===== config.mk =====
export PLATFORM = sky130hd
export DESIGN_NAME = rctg_div
export DESIGN_NICKNAME = d
export VERILOG_FILES = /design/src/sv/rctg_pkg.sv /design/src/sv/rctg_div.sv
export SDC_FILE = /design/constraint.sdc
export NUM_CORES = 2
export LEC_CHECK = 0
export CORE_UTILIZATION = 52
export CTS_BUF_LIST = sky130_fd_sc_hd__clkbuf_4 sky130_fd_sc_hd__clkbuf_8
export CTS_CLUSTER_DIAMETER = 40
export DETAILED_ROUTE_END_ITERATION = 8
export DONT_BUFFER_PORTS = 1
export GPL_TIMING_DRIVEN = 0
export PLACE_DENSITY = 0.81
export SLEW_MARGIN = 20
export SYNTH_ARGS = -nofsm -noshare
export SYNTH_HDL_FRONTEND = slang
export SYNTH_SLANG_ARGS = --single-unit

===== constraint.sdc =====
create_clock -name clk -period 3.7 [get_ports clk]
set_clock_uncertainty 0.05 [all_clocks]
set_input_delay 0.74 -clock clk [delete_from_list [all_inputs] [get_ports clk]]
set_output_delay 0.74 -clock clk [all_outputs]
set_load 0.02 [all_outputs]

===== src/sv/rctg_pkg.sv =====
// ----------------------------------------------------------------------------
// rctg_pkg
// shared constants, codes, types and helpers of the raycast texel generator
// ----------------------------------------------------------------------------
package rctg_pkg;

  localparam int TILE           = 64;
  localparam int TILE_W         = $clog2(TILE);
  localparam int SCREEN_HEIGHT  = 512;
  localparam int SCREEN_COLUMNS = 512;
  localparam int HALF           = SCREEN_HEIGHT / 2;
  localparam int COL_MID        = SCREEN_COLUMNS / 2;

  localparam int NUM_W   = 20 + TILE_W;
  localparam int DIV_N   = 40;
  localparam int DIV_D   = 24;
  localparam int SIN_LAT = 4;
  localparam int CFG_AW  = 5;

  localparam logic [15:0] H_SAT = 16'hFFFF;
  localparam logic [23:0] D_SAT = 24'hFFFFFF;

  localparam logic [1:0] SURF_CEIL  = 2'd0;
  localparam logic [1:0] SURF_FLOOR = 2'd1;
  localparam logic [1:0] SURF_WALL  = 2'd2;

  localparam logic [2:0] REG_PX    = 3'd0;
  localparam logic [2:0] REG_PY    = 3'd1;
  localparam logic [2:0] REG_PA    = 3'd2;
  localparam logic [2:0] REG_PPD   = 3'd3;
  localparam logic [2:0] REG_ASTEP = 3'd4;
  localparam logic [2:0] REG_TW    = 3'd5;
  localparam logic [2:0] REG_TH    = 3'd6;

  typedef struct packed {
    logic [23:0] px;
    logic [23:0] py;
    logic [15:0] pa;
    logic [19:0] ppd;
    logic [15:0] astep;
    logic [8:0]  tw;
    logic [8:0]  th;
  } cfg_t;

  typedef struct packed {
    logic               valid;
    logic [8:0]         column;
    logic [8:0]         row;
    logic [23:0]        ray_dist;
    logic [15:0]        rdiff;
    logic [23:0]        hx;
    logic [23:0]        hy;
    logic               vert;
    logic               sd_neg;
    logic [15:0]        mag;
    logic [15:0]        view;
    logic [23:0]        perp;
    logic [23:0]        dvs;
    logic               dsat;
    logic signed [15:0] ccur;
    logic signed [15:0] scur;
    logic [15:0]        h;
    logic               degen;
    logic [23:0]        d;
    logic [1:0]         surface;
    logic [24:0]        prod_v;
    logic signed [40:0] prod_x;
    logic signed [40:0] prod_y;
    logic [TILE_W-1:0]  m_x;
    logic [TILE_W-1:0]  m_y;
    logic [7:0]         pu;
    logic [7:0]         pv;
  } pix_t;

  function automatic logic [8:0] clamp_tex(input logic [8:0] v);
    logic [8:0] r;
    r = v;
    if (v == 9'd0) r = 9'd1;
    else if (v > 9'd256) r = 9'd256;
    return r;
  endfunction

endpackage


===== src/sv/rctg_div.sv =====
// ----------------------------------------------------------------------------
// rctg_div
// pipelined restoring divider, one quotient bit per stage
// ----------------------------------------------------------------------------
module rctg_div (
  input  logic                       clk,
  input  logic                       en,
  input  logic [rctg_pkg::DIV_N-1:0] dividend,
  input  logic [rctg_pkg::DIV_D-1:0] divisor,
  output logic [rctg_pkg::DIV_N-1:0] quotient
);
  import rctg_pkg::*;

  logic [DIV_D-1:0] rem_r [DIV_N];
  logic [DIV_N-1:0] dq_r  [DIV_N];
  logic [DIV_D-1:0] dvs_r [DIV_N];

  for (genvar i = 0; i < DIV_N; i++) begin : g_st
    logic [DIV_D-1:0] rem_in;
    logic [DIV_D-1:0] dvs_in;
    logic [DIV_N-1:0] dq_in;
    logic [DIV_D:0]   sh;
    logic [DIV_D:0]   df;
    if (i == 0) begin : g_first
      assign rem_in = '0;
      assign dq_in  = dividend;
      assign dvs_in = divisor;
    end else begin : g_next
      assign rem_in = rem_r[i-1];
      assign dq_in  = dq_r[i-1];
      assign dvs_in = dvs_r[i-1];
    end
    assign sh = {rem_in, dq_in[DIV_N-1]};
    assign df = sh - {1'b0, dvs_in};
    always_ff @(posedge clk) begin
      if (en) begin
        dvs_r[i] <= dvs_in;
        if (!df[DIV_D]) begin
          rem_r[i] <= df[DIV_D-1:0];
          dq_r[i]  <= {dq_in[DIV_N-2:0], 1'b1};
        end else begin
          rem_r[i] <= sh[DIV_D-1:0];
          dq_r[i]  <= {dq_in[DIV_N-2:0], 1'b0};
        end
      end
    end
  end

  assign quotient = dq_r[DIV_N-1];

endmodule

==> flow_summary.yaml <==
clock_tree:
  cts_root_buf: "clkbuf_8"
  cts_buffer_depth: 4
  cts_tree: "done"
  clkTransAtPathRegs_ps: 70
  numCtsBuffers: 572
  h-tree-depth: 6
  cts.sinks: 3472
  insertion_delay_ps: 1210
power_and_ir_drop:
  p_per_area_mw_per_mm2: 884
  power_frac_clock_pct: 20.1
  finalPower_w: 0.169
  leakagePower_nw: 76.0
  power_frac_comb_pct: 45.1
  ir_drop_mv: 0.533
  switching_share_pct: 34.2
  power.internal_w: 0.111
  p_seq_share_pct: 34.9
  p_sw_w: 0.0578
synth:
  synth-seq-cells: 3472
  netlist_area_mm2: 0.162
  synthDistinctLibCells: 104
  synth_warnings: 0
  avgSynthCellArea_um2: 14.0
  synthesis.nets: 12642
  yosysSeqAreaShare_pct: 64.2
  synth_ff_type: "edfxtp_1"
  synth_edf_count: 3471
  synthCells: 11601
  postSynth.asyncResetShare_pct: 0
setup_path:
  start_kind: "flop"
  crit_cells: 17
  r2r_slack_ps: -420
  critPathLaunch: "dq_r[3][239]$_DFFE_PP_"
  slowest_delay_ps: 410
  crit_slowest_cell: "a221o_1"
  worstPathCellList: "inv_2 -> ha_4 -> inv_2 -> fa_2 -> a211o_1 -> o211ai_1 -> a22oi_2 -> a221o_1 -> o211a_1 -> o21bai_2 -> a21oi_2 -> xnor2_2 -> buf_6 -> and2_4 -> buf_12 -> buf_12 -> mux2_4"
  worstReg2RegEnd: "rem_r[3][166]$_DFFE_PP_"
  crit_arrival_ps: 4990
  cp.required_ps: 4570
  cp_max_fo: 8
  cp-endpoint: "rem_r[3][166]$_DFFE_PP_"
  rr_worst_depth: 17
  path_delay_family: "compound AO/OA/AOI/OAI gates"
  worstSetupPathType: "reg -> reg"
  r2r_start: "dq_r[3][239]$_DFFE_PP_"
  setup.worst_path.end_class: "flop"
  timing.critical_path.buf_inv: 5
global_routing:
  grt_max_degree: 179
  antenna_found_initial: 21
  grt_overflow_total: 0
  grtUsageTotal_pct: 21.9
  grt_pass1_wl_um: 544000
  grt_pass1_vias: 100468
sta:
  hold_viol: 0
  report.final.slew_viol_count: 0
  finalSetupViolCount: 384
  final.period_utilization_pct: 111
  tightest_slew_ps: 1090
  fmax_mhz: 243
  layout_setup_ws_ps: -420
  hold_slack_ps: 44.4
  slew_headroom_pct: 27.2
  min_period_ps: 4120
  rsz0062_at_grt: "true"
routing:
  detail_route.wl_per_cell_um: 21.0
  drt_wl_total_um: 365000
  remaining_drc_errors: 0
  drtAntennaViolNets: 0
  first_iter_violations: 7452
  num_vias: 97901
  drt-pass1-iter-count: 6
  viasPerCell: 5.64
placed_design:
  hpwl_um: 234000
  routabilityCongestion: 0.931
  numPortBuffers: 0
  placedCellCount: 15771
cells_and_area:
  fin_util_pct: 61.8
  areaGrowthSynthToFinish_pct: 17.8
  layout-drive-gt1-share_pct: 22.0
  instances_no_fill: 17361
  final_nets: 13804
outcome:
  violations: "negative setup slack"
  status: "complete, but fails checks"
floorplan:
  die_y_um: 561
  fp.dieArea_mm2: 0.315
  core_area_mm2: 0.310
  io_pins: 106
  num_rows: 204
  floorplan.initialDensity_pct: 52.4
  fp.dieW_um: 561
worst_hold_path:
  min-delay-path-class: "in -> reg"
job:
  max_cap_viol_count: 0
==> repair_timing <==
action	in CTS	in global routing
setup buffers	277	170
resized for setup	787	599
hold buffers	71	0
endpoints found under the setup margin	1777	876
pin swaps	225	277
cloned	24	25
endpoints found under the hold margin	165	0
==> per-stage QoR <==
step	setup slack [ps]	TNS, ps	cell area [um^2]
floorplan	-360	-896110	163000
global placement	-5270	-	168000
detailed placement	-2370	-4276370	169000
CTS	-325	-45480	187000
global route	-532	-96100	191000
finish	-420	-46310	191000
==> cells by family after synthesis <==
group	Yosys count	synth area share, %
buffers and inverters	1423	3.58
muxes	807	5.59
DFF	3472	64.2
adders and majority gates	975	7.68
AOI/OAI and AO/OA	2357	9.45
and+or+nand+nor	1775	5.28
xor gates and xnor gates	792	4.27
==> power by group through the flow <==
stage	sequential (W)	combinational [W]	clock, W
floorplan	0.0576	0.0464	0
global placement	0.0592	0.0571	0
detailed placement	0.0593	0.0588	0
CTS	0.0587	0.0687	0.0343
global route	0.0596	0.0818	0.0362
finish	0.0590	0.0762	0.0340
==> area by class of cell <==
cell class / instances / area (um^2)
sequential: 3472 / 104000
buffer: 227 / 2340
inverter: 1190 / 4520
clock buffer: 742 / 9190
timing repair buffer: 594 / 7120
multi-input combinational: 6706 / 56500
clock inverter: 281 / 2300
tap: 4120 / 5150
fill: 21393 / 118000
antenna: 29 / 72.6
==> worst min path at each step <==
| stage | startpoint | end | slack [ps] | depth (start not counted) |
|---|---|---|---|---|
| after floorplan | dq_r[0][59]$_DFFE_PP_ | dq_r[0][100]$_DFFE_PP_ | 350 | 0 |
| after global placement | dq_r[4][275]$_DFFE_PP_ | dq_r[4][316]$_DFFE_PP_ | 350 | 0 |
| after detailed placement | dq_r[0][96]$_DFFE_PP_ | dq_r[0][137]$_DFFE_PP_ | 350 | 0 |
| after CTS | divisor[18] | rem_r[0][19]$_SDFFCE_PP0P_ | 1 | 4 |
| after global routing | en | dvs_r[0][22]$_DFFE_PP_ | 30 | 2 |
| final | en | dvs_r[1][22]$_DFFE_PP_ | 40 | 1 |
==> worst reg2reg max path, delay by kind of cell (launching register included) <==
family,cells,cell delay [ps]
muxes,1,330
adders and majority gates,2,500
and+or+nand+nor,1,160
xor gates and xnor gates,1,170
buffers and inverters,5,620
DFF,1,390
AOI/OAI and AO/OA,7,1610
==> flip-flops by register name, summed over array words and instances, names as in the netlist <==
| signal | cells |
|---|---|
| dq_r | 1600 |
| dvs_r | 936 |
| rem_r | 936 |
==> cells in the mapped netlist, drive strengths merged, types with 85 or more instances <==
library cell / number / area (um^2)
nand3: 178 / 896
clkbuf: 107 / 402
a21oi: 735 / 3700
inv: 1190 / 4470
a21o: 373 / 2800
xor2: 274 / 2400
xnor2: 518 / 4540
nor2: 545 / 2110
o21ai: 457 / 2300
o21a: 140 / 1050
nor3: 113 / 566
edfxtp: 3471 / 104000
nor2b: 114 / 713
a31oi: 85 / 538
o21bai: 90 / 676
buf: 126 / 943
mux2: 755 / 8550
ha: 937 / 11700
nand2: 393 / 1480
nand2b: 115 / 719
==> per-layer routing <==
layer / global-route usage, % / vias to the layer above / part of all wire, % / wire [um]
li1: - / 45505 / - / -
met3: 3.94 / 1111 / 6.0 / 21700
met1: 23.9 / 47854 / 36 / 132000
met5: 0 / - / 0 / 0
met2: 40.1 / 3431 / 52 / 190000
met4: 11.9 / 0 / 6.0 / 21800
==> placed cells by master (no fill, tap or decap), types with 106 or more instances in the layout <==
master	count
clkbuf_4	207
xor2_1	273
edfxtp_1	3471
nor3_1	106
nand3_1	168
buf_4	347
a21o_1	373
o21a_1	139
nand2_1	382
nor2b_1	110
a21oi_1	667
nor2_1	521
xnor2_1	503
mux2_2	407
clkinv_1	118
nand2b_1	112
ha_1	907
mux2_4	345
clkbuf_8	578
inv_1	1127
o21ai_0	369
buf_12	115
Note: power is estimated with default switching activity, not from simulation.
