<file path="config.mk">
export PLATFORM = sky130hd
export DESIGN_NAME = rctg_cfg
export DESIGN_NICKNAME = d
export VERILOG_FILES = /design/src/sv/rctg_pkg.sv /design/src/sv/rctg_cfg.sv
export SDC_FILE = /design/constraint.sdc
export NUM_CORES = 1
export LEC_CHECK = 0
export BUFFER_PORTS_ARGS = -buffer_cell sky130_fd_sc_hd__clkbuf_2
export CAP_MARGIN = 10
export CORE_MARGIN = 1
export CORE_UTILIZATION = 47
export CTS_CLUSTER_DIAMETER = 60
export CTS_CLUSTER_SIZE = 40
export DETAILED_ROUTE_END_ITERATION = 10
export GPL_TIMING_DRIVEN = 0
export HOLD_SLACK_MARGIN = 0.06
export PLACE_DENSITY_LB_ADDON = 0.08
export SLEW_MARGIN = 20
export SYNTH_ARGS = -nofsm -noshare
export SYNTH_HDL_FRONTEND = slang
export SYNTH_SLANG_ARGS = --single-unit
</file>
<file path="constraint.sdc">
create_clock -name clk -period 1.74 [get_ports clk]
set_input_delay 0.174 -clock clk [delete_from_list [all_inputs] [get_ports clk]]
set_output_delay 0.174 -clock clk [all_outputs]
set_load 0.005 [all_outputs]
</file>
<file path="src/sv/rctg_pkg.sv">
// ----------------------------------------------------------------------------
// rctg_pkg
// shared constants, codes, types and helpers of the raycast texel generator
// ----------------------------------------------------------------------------
package rctg_pkg;

  localparam int TILE           = 64;
  localparam int TILE_W         = $clog2(TILE);
  localparam int SCREEN_HEIGHT  = 512;
  localparam int SCREEN_COLUMNS = 512;
  localparam int HALF           = SCREEN_HEIGHT / 2;
  localparam int COL_MID        = SCREEN_COLUMNS / 2;

  localparam int NUM_W   = 20 + TILE_W;
  localparam int DIV_N   = 40;
  localparam int DIV_D   = 24;
  localparam int SIN_LAT = 4;
  localparam int CFG_AW  = 5;

  localparam logic [15:0] H_SAT = 16'hFFFF;
  localparam logic [23:0] D_SAT = 24'hFFFFFF;

  localparam logic [1:0] SURF_CEIL  = 2'd0;
  localparam logic [1:0] SURF_FLOOR = 2'd1;
  localparam logic [1:0] SURF_WALL  = 2'd2;

  localparam logic [2:0] REG_PX    = 3'd0;
  localparam logic [2:0] REG_PY    = 3'd1;
  localparam logic [2:0] REG_PA    = 3'd2;
  localparam logic [2:0] REG_PPD   = 3'd3;
  localparam logic [2:0] REG_ASTEP = 3'd4;
  localparam logic [2:0] REG_TW    = 3'd5;
  localparam logic [2:0] REG_TH    = 3'd6;

  typedef struct packed {
    logic [23:0] px;
    logic [23:0] py;
    logic [15:0] pa;
    logic [19:0] ppd;
    logic [15:0] astep;
    logic [8:0]  tw;
    logic [8:0]  th;
  } cfg_t;

  typedef struct packed {
    logic               valid;
    logic [8:0]         column;
    logic [8:0]         row;
    logic [23:0]        ray_dist;
    logic [15:0]        rdiff;
    logic [23:0]        hx;
    logic [23:0]        hy;
    logic               vert;
    logic               sd_neg;
    logic [15:0]        mag;
    logic [15:0]        view;
    logic [23:0]        perp;
    logic [23:0]        dvs;
    logic               dsat;
    logic signed [15:0] ccur;
    logic signed [15:0] scur;
    logic [15:0]        h;
    logic               degen;
    logic [23:0]        d;
    logic [1:0]         surface;
    logic [24:0]        prod_v;
    logic signed [40:0] prod_x;
    logic signed [40:0] prod_y;
    logic [TILE_W-1:0]  m_x;
    logic [TILE_W-1:0]  m_y;
    logic [7:0]         pu;
    logic [7:0]         pv;
  } pix_t;

  function automatic logic [8:0] clamp_tex(input logic [8:0] v);
    logic [8:0] r;
    r = v;
    if (v == 9'd0) r = 9'd1;
    else if (v > 9'd256) r = 9'd256;
    return r;
  endfunction

endpackage

</file>
<file path="src/sv/rctg_cfg.sv">
// ----------------------------------------------------------------------------
// rctg_cfg
// apb register file holding player pose, projection and texture sizes
// ----------------------------------------------------------------------------
module rctg_cfg (
  input  logic                         clk,
  input  logic                         rst_n,
  input  logic                         psel,
  input  logic                         penable,
  input  logic                         pwrite,
  input  logic [rctg_pkg::CFG_AW-1:0]  paddr,
  input  logic [31:0]                  pwdata,
  output logic [31:0]                  prdata,
  output logic                         pready,
  output rctg_pkg::cfg_t               cfg
);
  import rctg_pkg::*;

  cfg_t       cfg_r;
  logic [2:0] idx;
  logic       wr;

  assign idx    = paddr[CFG_AW-1:2];
  assign wr     = psel && penable && pwrite;
  assign pready = 1'b1;
  assign cfg    = cfg_r;

  always_ff @(posedge clk) begin
    if (!rst_n) begin
      cfg_r.px    <= '0;
      cfg_r.py    <= '0;
      cfg_r.pa    <= '0;
      cfg_r.ppd   <= 20'd113510;
      cfg_r.astep <= 16'd5461;
      cfg_r.tw    <= 9'd64;
      cfg_r.th    <= 9'd64;
    end else if (wr) begin
      unique case (idx)
        REG_PX:    cfg_r.px    <= pwdata[23:0];
        REG_PY:    cfg_r.py    <= pwdata[23:0];
        REG_PA:    cfg_r.pa    <= pwdata[15:0];
        REG_PPD:   cfg_r.ppd   <= pwdata[19:0];
        REG_ASTEP: cfg_r.astep <= pwdata[15:0];
        REG_TW:    cfg_r.tw    <= pwdata[8:0];
        REG_TH:    cfg_r.th    <= pwdata[8:0];
        default: ;
      endcase
    end
  end

  always_comb begin
    unique case (idx)
      REG_PX:    prdata = {8'd0, cfg_r.px};
      REG_PY:    prdata = {8'd0, cfg_r.py};
      REG_PA:    prdata = {16'd0, cfg_r.pa};
      REG_PPD:   prdata = {12'd0, cfg_r.ppd};
      REG_ASTEP: prdata = {16'd0, cfg_r.astep};
      REG_TW:    prdata = {23'd0, cfg_r.tw};
      REG_TH:    prdata = {23'd0, cfg_r.th};
      default:   prdata = '0;
    endcase
  end

endmodule

</file>
==> qor.txt, run 1 <==
Hold Crit Depth = 3
Area after DPL = 6535 um2
Core Util, Final = 63.90%
Via Count = 5,096
Mean Syn Cell Area = 9.595 um2
vias in the first global route = 4,768
pwr dens = 955.8 nW/um2
clk sinks = 118
worst slew pin tran = 0.8010 ns
clk slew on worst S/H paths = 0.05 ns
post-synthesis instance area = 5479 um2
Synth area leaders = dfxtp_1 43%, mux2i_1 25%, nand2_1 8.9%
placed wire-length estimate = 12,790 um
CP startpoint = paddr[4]
count leader, synth = mux2i_1
Final Routed Wirelength = 18,130 um
clock root buffer = clkbuf_16
CP endpoint kind = output pin
Seq/Total Area, Yosys = 43.11%
Placer Congestion = 0.8301
Most used DFF post-synth = dfxtp_1
Place WS = -0.1613 ns
First DRT Iteration DRCs = 332
Avg WL per Cell = 19.49 um
CTS tree = built
final net count = 817
Via density = 5.480
clk_lat worst skew = 0.41 ns
Final Non-Filler Cells = 930
HP Class = input pin to flop
Top Ports = 193
First-pass DRT Iterations = 5
fin. max-slew vios = 0
status = finished, final reports clean
synthesized instance count = 571
Hold Vio Cnt, Final = 0
CTS H-tree lvls = 4
R2R cell count = 2
initial antenna violation count = 0
Setup CP Type = input pin to output pin
sum of negative setup slack = 0 ns
CTS max path bufs = 2
largest net degree at the start of global routing = 17
worst hold start = pwdata[8]
Rows = 39
die area = 12,090 um2
first-pass GRT wire length = 26,610 um
Max transition margin = 46.60%
Reg2Reg Launch Point = cfg[42]$_SDFFE_PN1P_
die width = 110.0 um
Tmin final = 1.716 ns
Cell variety after synth = 35
Detail Route Antenna Nets = 0
Post-synth EDFFs = 0
core area = 11,370 um2
worst endpoint data arrival time = 1.54 ns
placed cell count = 891
f_max = 582.7 MHz
Setup Skew = 0 ns
period utilization = 98.63%
asr flop ratio synth = 0%
crit-path max FO = 10
drc violations = 0
n_diodes = 0
synth cell count leaders = 137 x mux2i_1, 130 x nand2_1, 118 x dfxtp_1
post-synthesis sequential element count = 118
worst IR drop on VDD = 429.6 uV
worst endpoint required time = 1.57 ns
Final setup viols = 0
CP Launch Type = input pin
max_cap viols = 0
Die H = 110.0 um
max reg flops = 118
total gr overflow = 0
Layout area overhead = 32.61%
Warnings, synthesis = 0
Yosys top cell area share = 43.11%
port bufs = 170
Finished Cell Area = 7266 um2
Min Hold Slack = 0.06967 ns
CTS Buf Count = 17
leak pwr = 3.179 nW
initial core utilization = 48.19%
final worst slack = 0.02381 ns
gr usage total = 30.37%
post-route total power = 6.944 mW
RSZ-0062 raised after global routing = true
layout cell share with drive strength beyond 1 = 33.04%
Synth area leader = dfxtp_1
==> cells by family (layout without fill, tap and decap cells) <==
| kind of cell | Yosys count | in the layout | share of synthesized area (%) |
|---|---|---|---|
| compound gates | 74 | 74 | 10.21 |
| buf+inv | 75 | 284 | 7.330 |
| flops | 118 | 118 | 43.11 |
| mux | 143 | 143 | 26.26 |
| other cells | 2 | 9 | 0.1371 |
| simple gates | 159 | 159 | 12.95 |
==> what timing repair did <==
action / in CTS / in global routing
resized for setup: 5 / 6
hold endpoints to repair: 15 / 0
setup buffers: 0 / 0
hold buffers: 9 / 0
setup endpoints to repair: 16 / 6
==> power by group <==
part,internal (mW),switching (mW),total (mW)
combinational,0.203,0.336,0.539
sequential,2.73,0.0194,2.75
clock,2.43,1.23,3.66
total,5.36,1.59,6.94
==> worst paths after layout <==
| check | endpoint | slack [ns] |
|---|---|---|
| worst max register to register | cfg[42]$_SDFFE_PN1P_ | 0.94 |
| worst min-delay path | cfg[26]$_SDFFE_PN1P_ | 0.07 |
| worst max-delay path | prdata[10] | 0.02 |
| worst min register to register | cfg[59]$_SDFFE_PN0P_ | 0.47 |
==> layout by cell type (no fill, tap or decap), types with 3 or more instances in the layout <==
cell type	n
o311ai_0	13
bufinv_16	3
mux2i_1	137
clkbuf_8	5
clkbuf_16	17
dfxtp_1	116
clkbuf_2	173
a31oi_1	3
buf_2	8
inv_1	20
nor2_1	9
mux2_2	6
a2bb2oi_1	3
o21ai_0	20
clkbuf_1	21
conb_1	9
a221oi_1	5
nor2_4	4
o211ai_1	9
clkinv_2	3
o221a_2	6
dlygate4sd3_1	9
nor2_2	3
buf_6	9
buf_4	11
nand2_1	130
a22oi_1	4
o221ai_1	6
==> layer usage <==
metal / vias to the layer above / wire length, um / track usage (%)
li1: 2387 / - / -
met4: 0 / 337 / 11.62
met2: 247 / 8746 / 49.60
met5: - / 0 / 0
met1: 2434 / 7740 / 39.44
met3: 28 / 1304 / 6.114
==> worst max-delay path: stages <==
cell and delay, ns:
clkbuf_2 0.22, clkbuf_2 0.34, buf_2 0.31, a2bb2oi_1 0.21, o22ai_1 0.14, clkbuf_2 0.14
==> cell type report <==
| class | count | area [um2] |
|---|---|---|
| buffer | 54 | 329.1 |
| clock buffer | 23 | 498.0 |
| clock inverter | 8 | 120.1 |
| fill | 987 | 4104 |
| inverter | 20 | 75.07 |
| multi-input combinational | 385 | 2759 |
| sequential | 118 | 2365 |
| tap | 143 | 178.9 |
| timing repair buffer | 179 | 940.9 |
No activity file was read; power rests on OpenSTA's default activity.
==> run 2, diff against run 1 <==
--- a/config.mk
+++ b/config.mk
@@ -7,7 +7,7 @@
 export LEC_CHECK = 0
 export BUFFER_PORTS_ARGS = -buffer_cell sky130_fd_sc_hd__clkbuf_2
 export CAP_MARGIN = 10
-export CORE_MARGIN = 1
+export CORE_MARGIN = 3
 export CORE_UTILIZATION = 47
 export CTS_CLUSTER_DIAMETER = 60
 export CTS_CLUSTER_SIZE = 40
==> qor.txt, run 2 (synthesis results as in run 1) <==
status = finished, final reports clean (unchanged)
HP Class = input pin to flop (unchanged)
placed wire-length estimate = 13,110 um (was 12,790 um)
clk sinks = 118 (unchanged)
routed length on met1 = 7980 um (was 7740 um)
leak pwr = 3.207 nW (was 3.179 nW)
Final Routed Wirelength = 18,970 um (was 18,130 um)
critical-path cell list = clkbuf_2 > clkbuf_2 > nor2_1 > a221oi_1 > clkbuf_2 (was clkbuf_2 > clkbuf_2 > buf_2 > a2bb2oi_1 > o22ai_1 > clkbuf_2)
CTS max path bufs = 2 (unchanged)
initial antenna violation count = 0 (unchanged)
Avg WL per Cell = 20.36 um (was 19.49 um)
die area = 12,990 um2 (was 12,090 um2)
die width = 114.0 um (was 110.0 um)
CP endpoint kind = output pin (unchanged)
Max transition margin = 45.50% (was 46.60%)
First DRT Iteration DRCs = 328 (was 332)
RSZ-0062 raised after global routing = true (unchanged)
largest net degree at the start of global routing = 17 (unchanged)
Finished Cell Area = 7318 um2 (was 7266 um2)
commonest non-fill, non-tap cell in the layout = clkbuf_2 (unchanged)
clk_lat worst skew = 0.42 ns (was 0.41 ns)
worst endpoint data arrival time = 1.55 ns (was 1.54 ns)
Via Count = 5,151 (was 5,096)
CTS tree = built (unchanged)
Setup Skew = 0 ns (unchanged)
worst slew pin tran = 0.8175 ns (was 0.8010 ns)
Rows = 38 (was 39)
layout cell share with drive strength beyond 1 = 32.70% (was 33.04%)
Via density = 5.527 (was 5.480)
Setup CP Type = input pin to output pin (unchanged)
CP Launch Type = input pin (unchanged)
Final Non-Filler Cells = 932 (was 930)
max reg flops = 118 (unchanged)
drc violations = 0 (unchanged)
max layer used = met4 (unchanged)
Final setup viols = 0 (unchanged)
clock root buffer = clkbuf_16 (unchanged)
total gr overflow = 0 (unchanged)
Max stage delay on crit path = 0.54 ns (was 0.34 ns)
crit-path leading delay family = buffers and inverters (unchanged)
Hold Vio Cnt, Final = 0 (unchanged)
Tmin final = 1.720 ns (was 1.716 ns)
crit-path max FO = 10 (unchanged)
Core Util, Final = 65.78% (was 63.90%)
f_max = 581.4 MHz (was 582.7 MHz)
most frequent cells in the layout = 174 x clkbuf_2, 137 x mux2i_1, 130 x nand2_1 (was 173 x clkbuf_2, 137 x mux2i_1, 130 x nand2_1)
core area = 11,130 um2 (was 11,370 um2)
port bufs = 170 (unchanged)
post-route total power = 7.083 mW (was 6.944 mW)
most used cell, CP = clkbuf_2 (unchanged)
fin. max-slew vios = 0 (unchanged)
worst IR drop on VDD = 600.4 uV (was 429.6 uV)
vias in the first global route = 5,055 (was 4,768)
CP bufs+invs = 3 (was 4)
Critical-path top delay cell = nor2_1 (was clkbuf_2)
Detail Route Antenna Nets = 0 (unchanged)
First-pass DRT Iterations = 7 (was 5)
Layout area overhead = 33.57% (was 32.61%)
Area after DPL = 6531 um2 (was 6535 um2)
clk slew on worst S/H paths = 0.05 ns (about the same)
n_diodes = 0 (unchanged)
pwr dens = 967.8 nW/um2 (was 955.8 nW/um2)
final net count = 822 (was 817)
Top Ports = 193 (unchanged)
Placer Congestion = 0.8602 (was 0.8301)
Die H = 114.0 um (was 110.0 um)
CTS Buf Count = 17 (unchanged)
gr usage total = 29.19% (was 30.37%)
CTS H-tree lvls = 4 (unchanged)
met2 wire len = 8769 um (was 8746 um)
period utilization = 98.84% (was 98.63%)
worst endpoint required time = 1.57 ns (about the same)
met3 wire len = 1894 um (was 1304 um)
first-pass GRT wire length = 28,790 um (was 26,610 um)
max_cap viols = 0 (unchanged)
initial core utilization = 49.25% (was 48.19%)
placed cell count = 888 (was 891)
run 2: where the power goes:
| group | switching [mW] | internal [mW] |
|---|---|---|
| clock | 1.25 | 2.53 |
| sequential | 0.0193 | 2.73 |
| combinational | 0.346 | 0.210 |
| total | 1.61 | 5.47 |
run 2: area by class of cell:
class                           count  area (um2)
Sequential cell                   118        2362
Clock buffer                       23       488.0
Clock inverter                      8       145.1
Fill cell                         959        3807
Buffer                             54       330.3
Tap cell                          140       175.2
Inverter                           20       75.07
Multi-Input combinational cell    385        2756
Timing Repair Buffer              184       985.9
run 2: metrics by stage:
step / hold slack (ns) / TNS [ns] / setup WS [ns]
floorplan: 0.3385 / 0 / 0.3754
global placement: 0.4293 / -1.326 / -0.1703
detailed placement: 0.4444 / -1.602 / -0.1784
CTS: 0.06220 / 0 / 0.004301
global route: 0.09155 / -0.2235 / -0.05501
finish: 0.07187 / 0 / 0.02015
run 2: final timing paths:
check                       startpoint              endpoint  slack (ns)  cells after the start
hold / removal               pwdata[2]  cfg[20]$_SDFFE_PN1P_        0.07                      3
setup / recovery              paddr[4]             prdata[0]        0.02                      5
setup reg to reg  cfg[50]$_SDFFE_PN1P_  cfg[50]$_SDFFE_PN1P_        1.01                      2
hold reg to reg   cfg[85]$_SDFFE_PN0P_  cfg[85]$_SDFFE_PN0P_        0.47                      2
run 2: worst register-to-register path, delay by kind of cell (launching register included):
family          cells  cell delay (ns)
flops               1             0.34
compound gates      2             0.23
run 2: repair_timing:
item | 4_1_cts | 5_1_grt
endpoints found under the setup margin | 16 | 9
endpoints found under the hold margin | 23 | 0
resized for setup | 4 | 5
hold buffers | 12 | 0
buffers inserted | 0 | 2
pin swaps | 0 | 1
run 2: metal layers:
| metal | GRT usage [%] | vias up |
|---|---|---|
| li1 | - | 2393 |
| met2 | 46.99 | 275 |
| met5 | 0 | - |
| met1 | 38.16 | 2452 |
| met3 | 8.647 | 31 |
| met4 | 8.234 | 0 |
