--- config.mk ---
export PLATFORM = sky130hd
export DESIGN_NAME = rctg_sin
export DESIGN_NICKNAME = d
export VERILOG_FILES = /design/src/sv/rctg_pkg.sv /design/src/sv/rctg_sin.sv
export SDC_FILE = /design/constraint.sdc
export NUM_CORES = 1
export LEC_CHECK = 0
export BUFFER_PORTS_ARGS = -buffer_cell sky130_fd_sc_hd__buf_2
export CAP_MARGIN = 20
export CORE_ASPECT_RATIO = 2
export CORE_MARGIN = 2
export CORE_UTILIZATION = 40
export CTS_CLUSTER_SIZE = 14
export DETAILED_ROUTE_END_ITERATION = 10
export GPL_TIMING_DRIVEN = 1
export HOLD_SLACK_MARGIN = 0.02
export PLACE_DENSITY = 0.6
export SYNTH_ARGS = -nofsm -noshare
export SYNTH_HDL_FRONTEND = slang
export SYNTH_SLANG_ARGS = --single-unit
--- constraint.sdc ---
create_clock -name clk -period 9.2 [get_ports clk]
set_input_delay 0.46 -clock clk [delete_from_list [all_inputs] [get_ports clk]]
set_output_delay 0.46 -clock clk [all_outputs]
set_load 0.01 [all_outputs]
--- src/sv/rctg_pkg.sv ---
// ----------------------------------------------------------------------------
// rctg_pkg
// shared constants, codes, types and helpers of the raycast texel generator
// ----------------------------------------------------------------------------
package rctg_pkg;

  localparam int TILE           = 64;
  localparam int TILE_W         = $clog2(TILE);
  localparam int SCREEN_HEIGHT  = 512;
  localparam int SCREEN_COLUMNS = 512;
  localparam int HALF           = SCREEN_HEIGHT / 2;
  localparam int COL_MID        = SCREEN_COLUMNS / 2;

  localparam int NUM_W   = 20 + TILE_W;
  localparam int DIV_N   = 40;
  localparam int DIV_D   = 24;
  localparam int SIN_LAT = 4;
  localparam int CFG_AW  = 5;

  localparam logic [15:0] H_SAT = 16'hFFFF;
  localparam logic [23:0] D_SAT = 24'hFFFFFF;

  localparam logic [1:0] SURF_CEIL  = 2'd0;
  localparam logic [1:0] SURF_FLOOR = 2'd1;
  localparam logic [1:0] SURF_WALL  = 2'd2;

  localparam logic [2:0] REG_PX    = 3'd0;
  localparam logic [2:0] REG_PY    = 3'd1;
  localparam logic [2:0] REG_PA    = 3'd2;
  localparam logic [2:0] REG_PPD   = 3'd3;
  localparam logic [2:0] REG_ASTEP = 3'd4;
  localparam logic [2:0] REG_TW    = 3'd5;
  localparam logic [2:0] REG_TH    = 3'd6;

  typedef struct packed {
    logic [23:0] px;
    logic [23:0] py;
    logic [15:0] pa;
    logic [19:0] ppd;
    logic [15:0] astep;
    logic [8:0]  tw;
    logic [8:0]  th;
  } cfg_t;

  typedef struct packed {
    logic               valid;
    logic [8:0]         column;
    logic [8:0]         row;
    logic [23:0]        ray_dist;
    logic [15:0]        rdiff;
    logic [23:0]        hx;
    logic [23:0]        hy;
    logic               vert;
    logic               sd_neg;
    logic [15:0]        mag;
    logic [15:0]        view;
    logic [23:0]        perp;
    logic [23:0]        dvs;
    logic               dsat;
    logic signed [15:0] ccur;
    logic signed [15:0] scur;
    logic [15:0]        h;
    logic               degen;
    logic [23:0]        d;
    logic [1:0]         surface;
    logic [24:0]        prod_v;
    logic signed [40:0] prod_x;
    logic signed [40:0] prod_y;
    logic [TILE_W-1:0]  m_x;
    logic [TILE_W-1:0]  m_y;
    logic [7:0]         pu;
    logic [7:0]         pv;
  } pix_t;

  function automatic logic [8:0] clamp_tex(input logic [8:0] v);
    logic [8:0] r;
    r = v;
    if (v == 9'd0) r = 9'd1;
    else if (v > 9'd256) r = 9'd256;
    return r;
  endfunction

endpackage

--- src/sv/rctg_sin.sv ---
// ----------------------------------------------------------------------------
// rctg_sin
// four stage polynomial sine, q14 result from a 16 bit binary angle
// ----------------------------------------------------------------------------
module rctg_sin (
  input  logic               clk,
  input  logic               en,
  input  logic [15:0]        angle,
  output logic signed [15:0] value
);
  import rctg_pkg::*;

  logic [14:0] t0;
  logic [29:0] sq;
  logic [14:0] t1_r, t2_r, t3_r;
  logic        n1_r, n2_r, n3_r;
  logic [14:0] q1_r, q2_r;
  logic [25:0] pa;
  logic [10:0] a2_r;
  logic [29:0] pb;
  logic [13:0] b3_r;
  logic [29:0] pc;
  logic [15:0] s;
  logic signed [15:0] value_r;

  always_comb begin
    t0 = {1'b0, angle[13:0]};
    if (angle[14]) t0 = 15'd16384 - t0;
    sq = {15'd0, t0} * {15'd0, t0};
    pa = {11'd0, q1_r} * 26'd1160;
    pb = {15'd0, q2_r} * {16'd0, 14'd10512 - {3'd0, a2_r}};
    pc = {15'd0, t3_r} * {15'd0, 15'd25736 - {1'b0, b3_r}};
    s  = pc[29:14];
  end

  always_ff @(posedge clk) begin
    if (en) begin
      t1_r    <= t0;
      n1_r    <= angle[15];
      q1_r    <= sq[28:14];
      t2_r    <= t1_r;
      n2_r    <= n1_r;
      q2_r    <= q1_r;
      a2_r    <= pa[24:14];
      t3_r    <= t2_r;
      n3_r    <= n2_r;
      b3_r    <= pb[27:14];
      value_r <= n3_r ? -$signed(s) : $signed(s);
    end
  end

  assign value = value_r;

endmodule

==> impl_metrics.csv, run 1 <==
group,metric,value,unit
run_status,outcome,"completed",
hold_path,hold_class,"input pin to flip-flop",
sta,final-max-slew-violation-count,0,
layout,final_layout_size_suffix_gt1_frac,0.0507,
route,ant_nets,0,
hold_path,whs_path_depth,1,
sta,share_of_the_clock_period_used_by_the_worst_path_after_layout,0.924,
route,wl,59800,um
route,firstDrtPassIters,5,
critical_path,timing.critical_path.arrival,8.68,ns
grt,maximum_number_of_pins_on_one_net_before_global_route_repair,67,
cts,latest_clock_arrival_within_the_worst_skew_pair,0.44,ns
yosys,synth_edf_count,119,
critical_path,ff2ff_path_depth,30,
cts,cts_buffers,17,
yosys,synth.ff_latch_count,119,
grt,global_route.usage.total,0.199,
sta,max_slew_headroom_at_the_worst_pin,0.273,
cts,cts.root.buffer_cell,"clkbuf_16",
cts,cts_setup_buffers,0,
floorplanning,die_h,355,um
yosys,postSynth.topFlopCell,"edfxtp_1",
floorplanning,initial_cell_density_of_the_core,0.405,
sta,actual_transition_at_the_worst_max_transition_pin,1.08,ns
critical_path,cp_max_fo,9,
cts,htree_levels,4,
cts,cts.path.max_buffers,2,
route,avgViaCountPerCell,5.14,
layout,commonest_non_fill_non_tap_cell_in_the_layout,"inv_1",
yosys,synth_cell_types,67,
layout,area_delta_synth_final,7.43,%
yosys,cell_types_occupying_the_most_area_after_synthesis,"fa_1 36%, ha_1 16%, edfxtp_1 14%",
yosys,postSynthCellCount,2542,
layout,design.final.nets,3361,
sta,timing.final.ws_setup,0.699,ns
hold_path,hold_start,"angle[15]",
sta,rsz_0062_raised_after_global_routing,"false",
sta,period_minus_slack,8.50,ns
critical_path,worstReg2RegStart,"b3_r[0]",
yosys,synth_warnings,0,
critical_path,r2r_end,"value[12]",
route,vias,17300,
yosys,synthMuxAreaShare,0.00127,
sta,fin_setup_tns,0,ns
critical_path,worstPathRequired,9.38,ns
route,initialDrtViolationCount,555,
yosys,post_synth.cell_area_avg,9.70,um^2
yosys,yosys.area.top_type,"fa_1",
grt,first_global_vias,20400,
critical_path,setup_slack_on_the_worst_flop_to_flop_path,0.70,ns
critical_path,worst-setup-path-type,"flip-flop to flip-flop",
sta,timing.final.setup_violations,0,
yosys,synth_top_family_by_area,"adder cells",
yosys,fraction_of_the_mapped_netlist_area_in_compound_gates,0.0495,
route,detail_route.drc_violations,0,
grt,grt_antenna_before_repair,0,
place,hpwl,51200,um
yosys,post_synth_xor_area_fraction,0.0370,
yosys,synth.yosys.seq_area_share,0.145,
job,maxCapViolCount,0,
yosys,synthArstFlopShare,0,
route,drt-wirelength-per-cell,17.8,um
floorplanning,std_cell_rows,128,
cts,numClockSinks,119,
sta,timing.clock.skew,0.00825,ns
critical_path,most_numerous_cell_on_the_critical_path,"fa_1",
floorplanning,die-width,180,um
critical_path,critical_path.max_stage_delay,0.51,ns
sta,final-hold-violation-count,0,
yosys,synth_area,24600,um^2
layout,most-common-layout-cells,"573 x inv_1, 447 x fa_1, 325 x ha_1",
grt,gr-total-overflow,0,
yosys,synth_top_area_frac,0.363,
layout,antenna_diodes,0,
cts,cts_hold_buf,0,
place,port-buffer-count,33,
grt,first_pass_grt_wire_length,100000,um
cts,cts-resized-gates,0,
critical_path,critical_path.startpoint_type,"flip-flop",
floorplanning,fp.coreArea,60900,um^2
critical_path,worst_path_max_delay_cell,"fa_1",
yosys,synth-simple-area-share,0.139,
sta,maxClockFrequency,0.118,GHz
place,place_congestion,0.901,
place,preCtsSetupSlack,0.560,ns
cts,clk_pin_slew,0.06,ns
floorplanning,fp.dieArea,63700,um^2
hold_path,whs_endpoint,"n1_r",
cts,tritoncts,"yes",
critical_path,crit_path_end_kind,"flip-flop",
yosys,adder_cell_area_share_of_the_yosys_netlist,0.528,
floorplanning,ios,34,
layout,fin_util,0.435,
cell usage after synthesis (32+ instances only):
cell	n
a21oi_1	49
and2_1	186
clkbuf_1	75
edfxtp_1	119
fa_1	447
ha_1	325
inv_1	573
nand2_1	278
nor2_1	99
nor2b_1	34
o21ai_0	33
xnor2_1	72
xor2_1	32
metrics by stage:
stage                     std cells  cell area, um^2  hold WS, ns
after global placement         3332            25900        0.400
after global routing           3364            26500        0.186
after floorplan                2550            24700        0.400
after detailed placement       3332            25900        0.405
after CTS                      3364            26500        0.170
final                          3364            26500        0.205
worst max-delay path by stage:
stage / startpoint / to / slack (ns) / cells after the start
4_1_cts: b3_r[0] / value[12] / 0.67 / 27
6_report: b3_r[0] / value[12] / 0.70 / 30
3_5_place_dp: angle[0] / q1_r[8] / 0.56 / 26
2_1_floorplan: b3_r[0] / value[15] / 1.07 / 30
3_3_place_gp: angle[0] / q1_r[8] / 0.58 / 26
5_1_grt: b3_r[0] / value[12] / 0.03 / 28
worst max-delay path, delay by kind of cell, from the launching register on:
family | cells | cell delay, ns
AOI/OAI and AO/OA | 8 | 1.83
xor gates and xnor gates | 3 | 0.70
adders and majority gates | 8 | 3.08
buffers and inverters | 5 | 0.62
DFF | 1 | 0.42
and+or+nand+nor | 6 | 1.60
flip-flops by register name, summed over array words and instances (netlist names):
signal,count
q2_r,15
a2_r,11
q1_r,15
t2_r,15
b3_r,14
n2_r,1
value,16
n1_r,1
t1_r,15
t3_r,15
n3_r,1
cell type report:
| class | count | area (um^2) |
|---|---|---|
| clock buffer | 18 | 429 |
| clock inverter | 14 | 140 |
| fill | 5839 | 34400 |
| inverter | 577 | 2170 |
| multi-input combinational | 1774 | 18700 |
| sequential | 119 | 3570 |
| tap | 780 | 976 |
| timing repair buffer | 82 | 536 |
per-layer routing:
layer	wire, um	up-vias	GRT usage
met3	1370	207	0.0182
met2	35800	389	0.420
met5	0	-	0
met4	3580	0	0.113
met1	19100	8818	0.178
li1	-	7888	-
cell families after synthesis:
logic type / Yosys count
AO/OA/AOI/OAI: 185
XOR/XNOR: 104
adder cells (fa/ha/maj): 772
buffers and inverters: 657
flip-flops: 119
multiplexers: 3
other: 2
AND/OR/NAND/NOR: 700
Power of run 1 is not shown: default switching activity piles up to over one toggle a cycle in this logic, so the estimate is an artifact.
==> run 2, diff against run 1 <==
Settings changed: PLACE_DENSITY 0.6 to 0.66.
Clock period 9.2 ns to 8.2 ns, I/O delays scaled along.
==> run 2 against run 1 <==
Sequential share of layout area shrank 0.38 points; clock skew grew 0.0018 ns; critical path depth shrank 1; critical endpoint is now value[15]; maximum frequency grew 7.7%; die area is the same; non-clock buffer count grew 76; global-route usage shrank 0.75 points; wire length shrank 2.4%; register-to-register slack lost 0.39 ns; utilization grew 1.3 points; via count grew 1.2%; hold slack lost 0.068 ns.
==> impl_metrics.csv, run 2 (synthesis results as in run 1) <==
group,metric,value,unit
cts,clk_pin_slew,0.07,ns
cts,latest_clock_arrival_within_the_worst_skew_pair,0.45,ns
layout,design.final.nets,3437,
route,initialDrtViolationCount,690,
cts,cts.path.max_buffers,2,
critical_path,worstPathRequired,8.40,ns
floorplanning,initial_cell_density_of_the_core,0.405,
layout,most-common-layout-cells,"573 x inv_1, 446 x fa_1, 322 x ha_1",
layout,largest_reg_flops,16,
sta,fin_setup_tns,0,ns
floorplanning,die_h,355,um
floorplanning,std_cell_rows,128,
hold_path,hold_start,"angle[15]",
critical_path,cp_max_fo,4,
sta,period_minus_slack,7.89,ns
critical_path,critical_path.startpoint_type,"flip-flop",
place,port-buffer-count,33,
grt,maximum_number_of_pins_on_one_net_before_global_route_repair,70,
sta,final-max-slew-violation-count,0,
route,vias,17500,
route,avgViaCountPerCell,5.09,
sta,maxClockFrequency,0.127,GHz
place,place_congestion,0.927,
sta,actual_transition_at_the_worst_max_transition_pin,1.01,ns
floorplanning,die-width,180,um
place,hpwl,50200,um
critical_path,crit_path_end_kind,"flip-flop",
route,detail_route.drc_violations,0,
route,firstDrtPassIters,5,
critical_path,cp-startpoint,"b3_r[0]",
critical_path,setup_slack_on_the_worst_flop_to_flop_path,0.31,ns
route,wl,58400,um
grt,grt_antenna_before_repair,0,
cts,cts.root.buffer_cell,"clkbuf_16",
run_status,outcome,"completed",
grt,first_global_vias,20200,
grt,gr-total-overflow,0,
floorplanning,fp.coreArea,60900,um^2
floorplanning,ios,34,
sta,share_of_the_clock_period_used_by_the_worst_path_after_layout,0.962,
cts,htree_levels,4,
critical_path,most_numerous_cell_on_the_critical_path,"fa_1",
cts,cts_buffers,17,
place,preCtsSetupSlack,-0.0926,ns
hold_path,hold_class,"input pin to flip-flop",
sta,timing.final.setup_violations,0,
route,ant_nets,0,
sta,timing.clock.skew,0.0100,ns
critical_path,critical_path.max_stage_delay,0.58,ns
grt,first_pass_grt_wire_length,97000,um
critical_path,worst_path_max_delay_cell,"or4_4",
cts,numClockSinks,119,
layout,final_layout_size_suffix_gt1_frac,0.0853,
critical_path,worstReg2RegStart,"b3_r[0]",
layout,area_delta_synth_final,10.6,%
floorplanning,fp.dieArea,63700,um^2
cts,tritoncts,"yes",
sta,worst_hold_margin,0.136,ns
route,drt-wirelength-per-cell,17.0,um
grt,global_route.usage.total,0.191,
sta,final-hold-violation-count,0,
sta,timing.final.ws_setup,0.310,ns
layout,commonest_non_fill_non_tap_cell_in_the_layout,"inv_1",
sta,max_slew_headroom_at_the_worst_pin,0.324,
critical_path,worst-setup-path-type,"flip-flop to flip-flop",
job,maxCapViolCount,0,
critical_path,timing.critical_path.arrival,8.09,ns
layout,antenna_diodes,0,
## run 2: cell types whose count changed in the layout (fill, tap and decap cells not counted), moves of 3 or more
cell,delta
clkinv_8,+3
buf_4,+72
inv_8,+3
ha_1,-3
buf_6,+3
## run 2: through the flow
step	utilization	std cells	area, um^2
6_report	0.448	3440	27300
4_1_cts	0.443	3423	26900
3_3_place_gp	0.433	3391	26400
2_1_floorplan	-	2550	24700
3_5_place_dp	0.433	3391	26400
5_1_grt	0.448	3440	27300
## run 2: what timing repair did
item,CTS,global route
resized for setup,1,32
hold buffers,0,0
setup buffers,0,17
pin swaps,0,21
setup endpoints to repair,2,11
## run 2: final timing paths
| check | endpoint | cells past startpoint |
|---|---|---|
| worst max register to register | value[15] | 29 |
| worst max-delay path | value[15] | 29 |
| worst min-delay path | n1_r | 1 |
| worst min register to register | t3_r[11] | 0 |
## run 2: metal layers
layer | track usage | wire length, um
met1 | 0.167 | 18400
met3 | 0.0205 | 1330
met2 | 0.397 | 34500
met5 | 0 | 0
met4 | 0.127 | 4130
## run 2: cell type report
cell class	instances	area [um^2]
multi-input cells	1774	18800
fillers	5765	33600
flip-flops and latches	119	3570
clock inverters	15	160
well taps	780	976
clock buffers	17	425
inverters	577	2170
repair buffers	158	1130
## run 2: worst max-delay path: cells and delay by family (launching register included)
family / cells / cell delay, ns
flops: 1 / 0.44
mux: 1 / 0.19
xor+xnor: 2 / 0.27
simple gates: 6 / 1.27
buf+inv: 6 / 0.61
fa+ha+maj: 7 / 3.44
compound gates: 7 / 1.43
Power of run 2 is left out for the same reason.
==> run 3, diff against run 2 <==
==> constraint.sdc (replaced) <==
create_clock -name clk -period 8.2 [get_ports clk]
set_input_delay 1.23 -clock clk [delete_from_list [all_inputs] [get_ports clk]]
set_output_delay 1.23 -clock clk [all_outputs]
set_load 0.01 [all_outputs]
==> run 3 against run 2 <==
Utilization down 0.076 points; clock skew down 0.0017 ns; setup slack better by 0.021 ns; non-clock buffer count down 6; first-iteration DRC count down 9.3%; sequential cell count unchanged; maximum frequency up 0.27%; wire length down 2.2%.
==> impl_metrics.csv, run 3 (synthesis results as in run 1) <==
group,metric,value,unit
route,vias,17500,
critical_path,ff2ff_path_depth,30,
critical_path,crit_path_end_kind,"flip-flop",
critical_path,critical_path.max_stage_delay,0.59,ns
critical_path,crit_end,"value[15]",
grt,maximum_number_of_pins_on_one_net_before_global_route_repair,71,
layout,final_layout_size_suffix_gt1_frac,0.0867,
layout,fin_util,0.447,
route,initialDrtViolationCount,626,
sta,max_slew_headroom_at_the_worst_pin,0.311,
sta,timing.clock.skew,0.00834,ns
run_status,outcome,"completed",
cts,clk_pin_slew,0.06,ns
critical_path,cpLargestDelayFamily,"adder cells",
critical_path,worst-setup-path-type,"flip-flop to flip-flop",
sta,final-hold-violation-count,0,
route,firstDrtPassIters,5,
floorplanning,fp.dieArea,63700,um^2
floorplanning,die-width,180,um
floorplanning,initial_cell_density_of_the_core,0.405,
grt,global_route.usage.total,0.189,
grt,first_global_vias,20300,
layout,design.final.nets,3431,
sta,actual_transition_at_the_worst_max_transition_pin,1.03,ns
cts,cts_buffers,17,
critical_path,worstPathRequired,8.39,ns
place,port-buffer-count,33,
route,drt-wirelength-per-cell,16.6,um
cts,htree_levels,4,
sta,timing.final.setup_violations,0,
layout,antenna_diodes,0,
layout,commonest_non_fill_non_tap_cell_in_the_layout,"inv_1",
route,detail_route.drc_violations,0,
critical_path,most_numerous_cell_on_the_critical_path,"fa_1",
layout,largest_reg_flops,16,
sta,rsz_0062_raised_after_global_routing,"false",
critical_path,worst-path-stages,30,
layout,area_delta_synth_final,10.4,%
critical_path,critPathBufInv,8,
critical_path,setup_slack_on_the_worst_flop_to_flop_path,0.33,ns
critical_path,worstReg2RegStart,"b3_r[0]",
critical_path,critical_path.startpoint_type,"flip-flop",
critical_path,r2r_end,"value[15]",
cts,latest_clock_arrival_within_the_worst_skew_pair,0.44,ns
cts,cts.root.buffer_cell,"clkbuf_16",
critical_path,cp-startpoint,"b3_r[0]",
floorplanning,ios,34,
route,wl,57100,um
sta,fin_setup_tns,0,ns
grt,gr-total-overflow,0,
cts,cts.path.max_buffers,2,
layout,most-common-layout-cells,"572 x inv_1, 446 x fa_1, 324 x ha_1",
floorplanning,fp.coreArea,60900,um^2
sta,share_of_the_clock_period_used_by_the_worst_path_after_layout,0.960,
cts,cts_hold_buf,0,
cts,numClockSinks,119,
sta,maxClockFrequency,0.127,GHz
critical_path,worst_path_max_delay_cell,"fa_1",
hold_path,whs_path_depth,0,
place,place_congestion,0.914,
route,avgViaCountPerCell,5.10,
floorplanning,die_h,355,um
grt,grt_antenna_before_repair,0,
cts,tritoncts,"yes",
critical_path,timing.critical_path.arrival,8.06,ns
grt,first_pass_grt_wire_length,96500,um
job,maxCapViolCount,0,
sta,period_minus_slack,7.87,ns
place,hpwl,49200,um
route,ant_nets,0,
sta,final-max-slew-violation-count,0,
critical_path,cp_max_fo,6,
floorplanning,std_cell_rows,128,
hold_path,hold_class,"flip-flop to flip-flop",
-- run 3: timing repair --
| action | 4_1_cts | 5_1_grt |
|---|---|---|
| setup endpoints to repair | 5 | 17 |
| gates resized for setup | 6 | 35 |
| pin swaps | 0 | 17 |
| gates cloned | 0 | 0 |
| buffers inserted | 0 | 3 |
| hold endpoints to repair | 0 | 0 |
-- run 3: stage by stage --
step / setup WS (ns) / instance area (um^2) / hold slack (ns) / std cells
after floorplan: 0.0466 / 24700 / 0.400 / 2550
after detailed placement: -0.170 / 26400 / 0.405 / 3399
after global routing: 0.00924 / 27200 / 0.422 / 3434
after CTS: 0.0150 / 27000 / 0.417 / 3431
final: 0.331 / 27200 / 0.413 / 3434
after global placement: -0.0753 / 26400 / 0.401 / 3399
-- run 3: cell type report --
type | instances | area, um^2
multi-input cells | 1774 | 18800
flip-flops and latches | 119 | 3570
fillers | 5674 | 33600
inverters | 577 | 2170
clock buffers | 18 | 429
repair buffers | 152 | 1090
well taps | 780 | 976
clock inverters | 14 | 141
-- run 3: worst min path at each step --
stage	start	end	slack, ns
floorplan	n1_r	n2_r	0.40
global placement	t2_r[11]	t3_r[11]	0.40
global route	t2_r[3]	t3_r[3]	0.42
CTS	t2_r[10]	t3_r[10]	0.42
finish	t2_r[1]	t3_r[1]	0.41
detailed placement	t2_r[2]	t3_r[2]	0.40
-- run 3: metal layers --
layer | vias up | track usage | share of wire
li1 | 8018 | - | -
met1 | 8960 | 0.165 | 0.32
met2 | 342 | 0.396 | 0.60
met3 | 193 | 0.0207 | 0.022
met4 | 0 | 0.113 | 0.062
met5 | - | 0 | 0
Power of run 3 is left out for the same reason.
